**config.mk**
```make
export PLATFORM = sky130hd
export DESIGN_NAME = hdp_front
export DESIGN_NICKNAME = d
export VERILOG_FILES = /design/src/hdl/hdp_pkg.sv /design/src/hdl/hdp_front.sv
export SDC_FILE = /design/constraint.sdc
export NUM_CORES = 1
export LEC_CHECK = 0
export BUFFER_PORTS_ARGS = -buffer_cell sky130_fd_sc_hd__buf_2
export CAP_MARGIN = 5
export CELL_PAD_IN_SITES_DETAIL_PLACEMENT = 0
export CELL_PAD_IN_SITES_GLOBAL_PLACEMENT = 1
export CORE_UTILIZATION = 48
export CTS_CLUSTER_DIAMETER = 30
export DETAILED_ROUTE_END_ITERATION = 8
export HOLD_SLACK_MARGIN = 0.1
export PLACE_DENSITY = 0.84
export SLEW_MARGIN = 10
export SYNTH_ARGS = -nofsm -noshare
export SYNTH_HDL_FRONTEND = slang
export SYNTH_SLANG_ARGS = --single-unit
```
**constraint.sdc**
```tcl
create_clock -name clk_i -period 16.5 [get_ports clk_i]
set_clock_uncertainty 0.2 [all_clocks]
set_input_delay 1.65 -clock clk_i [delete_from_list [all_inputs] [get_ports clk_i]]
set_output_delay 1.65 -clock clk_i [all_outputs]
set_load 0.05 [all_outputs]
```
**src/hdl/hdp_pkg.sv**
```systemverilog
// ----------------------------------------------------------------------------
// hdp_pkg: shared types and constants for the hierarchical depth pyramid
// Operation codes, config indices, the queued command format and field widths.
// ----------------------------------------------------------------------------
package hdp_pkg;

  localparam int unsigned OpW    = 2;
  localparam int unsigned PixW   = 8;
  localparam int unsigned RectW  = 16;
  localparam int unsigned ValW   = 32;
  localparam int unsigned SizeW  = 9;
  localparam int unsigned LevelW = 4;

  typedef enum logic [OpW-1:0] {
    OP_CLEAR = 2'd0,
    OP_WRITE = 2'd1,
    OP_BUILD = 2'd2,
    OP_TEST  = 2'd3
  } op_e;

  typedef enum logic [1:0] {
    CFG_MODE   = 2'd0,
    CFG_WIDTH  = 2'd1,
    CFG_HEIGHT = 2'd2
  } cfg_idx_e;

  // one request as it travels from the front end to the back end
  typedef struct packed {
    op_e              op;
    logic [PixW-1:0]  px;
    logic [PixW-1:0]  py;
    logic [ValW-1:0]  val;
    logic [RectW-1:0] x0;
    logic [RectW-1:0] x1;
    logic [RectW-1:0] y0;
    logic [RectW-1:0] y1;
    logic             empty;  // rectangle is empty: passes without a walk
    logic [4:0]       bits;   // bit length of the smaller extent
  } cmd_t;

  localparam int unsigned CmdW = $bits(cmd_t);

endpackage

```
**src/hdl/hdp_front.sv**
```systemverilog
// ----------------------------------------------------------------------------
// hdp_front: request intake and classification
// Takes requests from the stream, flags empty rectangles, finds the bit
// length of the smaller extent and pushes the command into a small queue.
// ----------------------------------------------------------------------------
module hdp_front import hdp_pkg::*; #(
  parameter int unsigned QDepth = 2
) (
  input  logic       clk_i,
  input  logic       rst_ni,
  input  logic       in_valid_i,
  output logic       in_ready_o,
  input  cmd_t       in_cmd_i,
  output logic       q_valid_o,
  input  logic       q_ready_i,
  output cmd_t       q_cmd_o
);

  localparam int unsigned PtrW = (QDepth > 1) ? $clog2(QDepth) : 1;

  cmd_t             q_mem [QDepth];
  logic [PtrW-1:0]  wr_ptr_q, wr_ptr_d, rd_ptr_q, rd_ptr_d;
  logic [PtrW:0]    cnt_q, cnt_d;
  logic             push, pop;
  cmd_t             cls;
  logic [RectW-1:0] ex, ey, ext;

  always_comb begin
    cls       = in_cmd_i;
    cls.empty = (in_cmd_i.x1 <= in_cmd_i.x0) || (in_cmd_i.y1 <= in_cmd_i.y0);
    ex        = in_cmd_i.x1 - in_cmd_i.x0;
    ey        = in_cmd_i.y1 - in_cmd_i.y0;
    ext       = (ex < ey) ? ex : ey;
    cls.bits  = '0;
    for (int i = 0; i < RectW; i++) begin
      if (ext[i]) cls.bits = 5'(i + 1);
    end
  end

  assign in_ready_o = (cnt_q != (PtrW+1)'(QDepth));
  assign q_valid_o  = (cnt_q != '0);
  assign q_cmd_o    = q_mem[rd_ptr_q];
  assign push       = in_valid_i && in_ready_o;
  assign pop        = q_valid_o && q_ready_i;

  always_comb begin
    wr_ptr_d = wr_ptr_q;
    rd_ptr_d = rd_ptr_q;
    if (push) wr_ptr_d = (wr_ptr_q == PtrW'(QDepth - 1)) ? '0 : wr_ptr_q + 1'b1;
    if (pop)  rd_ptr_d = (rd_ptr_q == PtrW'(QDepth - 1)) ? '0 : rd_ptr_q + 1'b1;
    cnt_d = cnt_q + (PtrW+1)'(push) - (PtrW+1)'(pop);
  end

  always_ff @(posedge clk_i) begin
    if (push) q_mem[wr_ptr_q] <= cls;
  end

  always_ff @(posedge clk_i or negedge rst_ni) begin
    if (!rst_ni) begin
      wr_ptr_q <= '0;
      rd_ptr_q <= '0;
      cnt_q    <= '0;
    end else begin
      wr_ptr_q <= wr_ptr_d;
      rd_ptr_q <= rd_ptr_d;
      cnt_q    <= cnt_d;
    end
  end

  a_cnt_bound: assert property (@(posedge clk_i) disable iff (!rst_ni)
    cnt_q <= (PtrW+1)'(QDepth)) else $error("queue count overflow");
  a_no_push_full: assert property (@(posedge clk_i) disable iff (!rst_ni)
    (cnt_q == (PtrW+1)'(QDepth)) |-> !push) else $error("push into full queue");
  a_cnt_step: assert property (@(posedge clk_i) disable iff (!rst_ni)
    (push && !pop) |=> cnt_q == $past(cnt_q) + 1'b1) else $error("queue count step");

endmodule

```
==> metrics <==
Clock transition at path regs=~0.05 ns; status=complete, no violations; share of cells above drive strength 1=between 40 and 50%; critical hold path startpoint=cnt_q[1]; IO Count=246; routability cong.=between 0.7 and 0.8; Cell Rows=between 50 and 60; GRT Util Overall=19.47%; number of global-route vias before repair=approximately 7600; slew margin rel.=~33%; Detail Route Antenna Nets=0; fin crit share=a little over a third; Async S/R FF share, synth=around 1.6%; DP Cell Count=1335; crit start category=input port; final hold vios=0; DR WL/cell=around 17 um; reg2reg setup slack=approximately 13 ns; nets=approximately 1200; first-pass GRT wire length=about 38000 um; CP endpoint kind=flop; H-tree Lvls=2; unrepaired setup endpoints after global routing=no; Final Non-Filler Cells=approximately 1400; first-pass iteration count of the detailed router=4; largest net degree at the start of global routing=72; Via density=~5.3; WHS=0.2956 ns; final setup fails=0; Post-Route WL=24390 um; CP max stage cell=a211o_1; Initial Util=49.23%; Ys Warns=0; CP delay by family, top=compound AO/OA/AOI/OAI gates; Synth area leader=edfxtp_1; initial antenna violation count=0; syn nets=about 970; Clock Latency Late Sink=between 0.5 and 0.6 ns; most used cell, CP=ha_1; Worst Path Class, Setup=in2reg; PD cells=just over 200 nW/um^2; Maximum Capacitance Violations=0; # port buffers=~240; Area Growth Syn to Fin=26.75%; Worst Tran Pin Value=roughly 1 ns; Die Span Y=~160 um; worst path required time=between 15 and 20 ns; postcts setup bufs=0; total power=between 2000 and 3000 uW; r2r endpoint=q_mem[0][55]; Cell Chain, Critical Path=buf_2 > inv_1 > ha_1 > fa_1 > nand2b_1 > a211oi_1 > nor4bb_1 > or2_2 > xnor2_1 > ha_1 > a21oi_1 > o21ai_0 > a211o_1 > mux2_4 > a311o_1 > a21bo_1 > a21oi_2; GR Overflow Total=0; post-layout min period=approximately 6 ns; Arr. time, crit path=about 6.2 ns; Filler cells=roughly 1900; Netlist Area Pre-Place=roughly 12000 um^2; Post-CTS Hold Buffers=0; CTS tree=built; Primary FF master, synth=edfxtp_1; area share of the largest cell type after synthesis=62.00%; Hold Crit Depth=1; Hold Crit Endpoint=cnt_q[1]; Yosys cell types=about 70; CORE AREA=roughly 24000 um^2; PostCTS Resize Cnt=0; clock sink total=about 240; initial DRC count=roughly 420; largest cells by area after synthesis=edfxtp_1 (62%), mux2_2 (12%), ha_1 (5.3%), inv_1 (1.8%), a21oi_1 (1.6%); setup_tns=0 ns; Longest Clk Path Bufs=3; Post-Syn Area per Cell=around 15 um^2; FMAX=~170 MHz; Max Fanout on Critical Path=18; R2R Path Start=cnt_q[0]; n_diodes=0; Hold Path Class=reg2reg; Die Wd=about 160 um; R2R depth=5; post-route DRC violation count=0; DP Wirelength=approximately 17000 um; Slew Limit Fails=0; clock tree root driver cell=clkbuf_16; CP max stage delay=between 0.5 and 0.6 ns; leakage=a little under 0.006 uW; VDD IR-drop max=0.1225 mV; vias=approximately 7500; register area share after synthesis=around 63%; EDFF count, synth=between 200 and 250; Yosys reg bits=around 240; number of CTS-inserted buffers=47; DIE AREA=approximately 25000 um^2; Buf+Inv Stages, Crit Path=2; Gate Count Post-Synth=798
## synthesized netlist by cell type (10+ instances only)
library cell    n
nand2b_1       11
edfxtp_1      240
mux2_2        123
a21oi_1        36
clkbuf_1       16
o21ai_0        19
ha_1           49
nand2_1        28
nand4_1        12
inv_1          55
a211oi_1       11
xor2_1         11
nor2_1         34
xnor2_1        11
o211ai_1       10
## logic make-up (layout without fill, tap and decap cells)
| family | count (synthesis) | count (layout) | share of synthesized area, % |
|---|---|---|---|
| and+or+nand+nor | 145 | 145 | 6.771 |
| DFF | 244 | 244 | 62.86 |
| muxes | 129 | 129 | 12.48 |
| buffers and inverters | 80 | 382 | 2.680 |
| AOI/OAI and AO/OA | 127 | 127 | 7.933 |
| adders and majority gates | 51 | 51 | 5.619 |
| xor gates and xnor gates | 22 | 22 | 1.658 |
## registers in the layout (all words and copies together) (netlist names)
| name | cells |
|---|---|
| cnt_q | 2 |
| q_mem | 240 |
| rd_ptr_q | 1 |
| wr_ptr_q | 1 |
## cell type report
class / instances / area [um^2] / share of cell area [%]
sequential: 244 / 7311 / 49.62
multi-input combinational: 474 / 4018 / 27.27
inverter: 55 / 206.4 / 1.401
clock buffer: 54 / 1202 / 8.161
clock inverter: 30 / 370.4 / 2.514
tap: 319 / 399.1 / 2.709
timing repair buffer: 243 / 1226 / 8.323
## metal layers
layer | wire length, um | vias to the layer above | global-route usage [%]
li1 | - | 3624 | -
met1 | 10120 | 3625 | 23.49
met2 | 12220 | 214 | 34.32
met3 | 1639 | 36 | 4.708
met4 | 411 | 0 | 5.964
met5 | 0 | - | 0
## through the flow
stage	setup WS (ns)	util (%)	area (um^2)
2_1_floorplan	8.941	-	11620
3_3_place_gp	9.993	55.73	13160
3_5_place_dp	9.972	55.73	13160
4_1_cts	10.50	62.39	14730
5_1_grt	10.00	62.39	14730
6_report	10.50	62.39	14730
## worst reg2reg max path: cells and delay by family, from the launching register on
| family | cells | cell delay (ns) |
|---|---|---|
| flops | 1 | 0.37 |
| buf+inv | 2 | 1.33 |
| simple gates | 3 | 0.91 |
## cell usage in the layout, fill, tap and decap left out, drive strengths merged, types with 7 or more instances in the layout
| cell | instances |
|---|---|
| edfxtp | 240 |
| a211oi | 13 |
| a21oi | 38 |
| buf | 243 |
| inv | 55 |
| xnor2 | 11 |
| ha | 49 |
| a21o | 8 |
| nor2 | 34 |
| nand3 | 8 |
| xor2 | 11 |
| clkbuf | 54 |
| nand2b | 12 |
| nand2 | 28 |
| o211ai | 11 |
| mux2 | 124 |
| nand4 | 12 |
| o21ai | 19 |
| bufinv | 7 |
| nor3 | 7 |
| clkinv | 21 |
| and3 | 7 |
## report_power, final
| part | internal (uW) | leakage, uW | switching [uW] | total [uW] |
|---|---|---|---|---|
| clock network | 630 | 0.000760 | 295 | 924 |
| logic | 332 | 0.00278 | 825 | 1160 |
| registers | 859 | 0.00227 | 54.5 | 913 |
## how the worst max path moves through the flow
stage	start	to	slack (ns)	cells past startpoint
after floorplan	in_valid_i	q_mem[0][0]	8.94	2
after global placement	in_cmd_i[38]	q_mem[0][2]	9.99	17
after detailed placement	in_cmd_i[38]	q_mem[0][1]	9.97	17
after CTS	in_cmd_i[38]	q_mem[0][2]	10.50	17
after global routing	in_cmd_i[38]	q_mem[0][2]	10.00	17
final	in_cmd_i[38]	q_mem[0][1]	10.50	17
(Power assumes the default switching activity.)
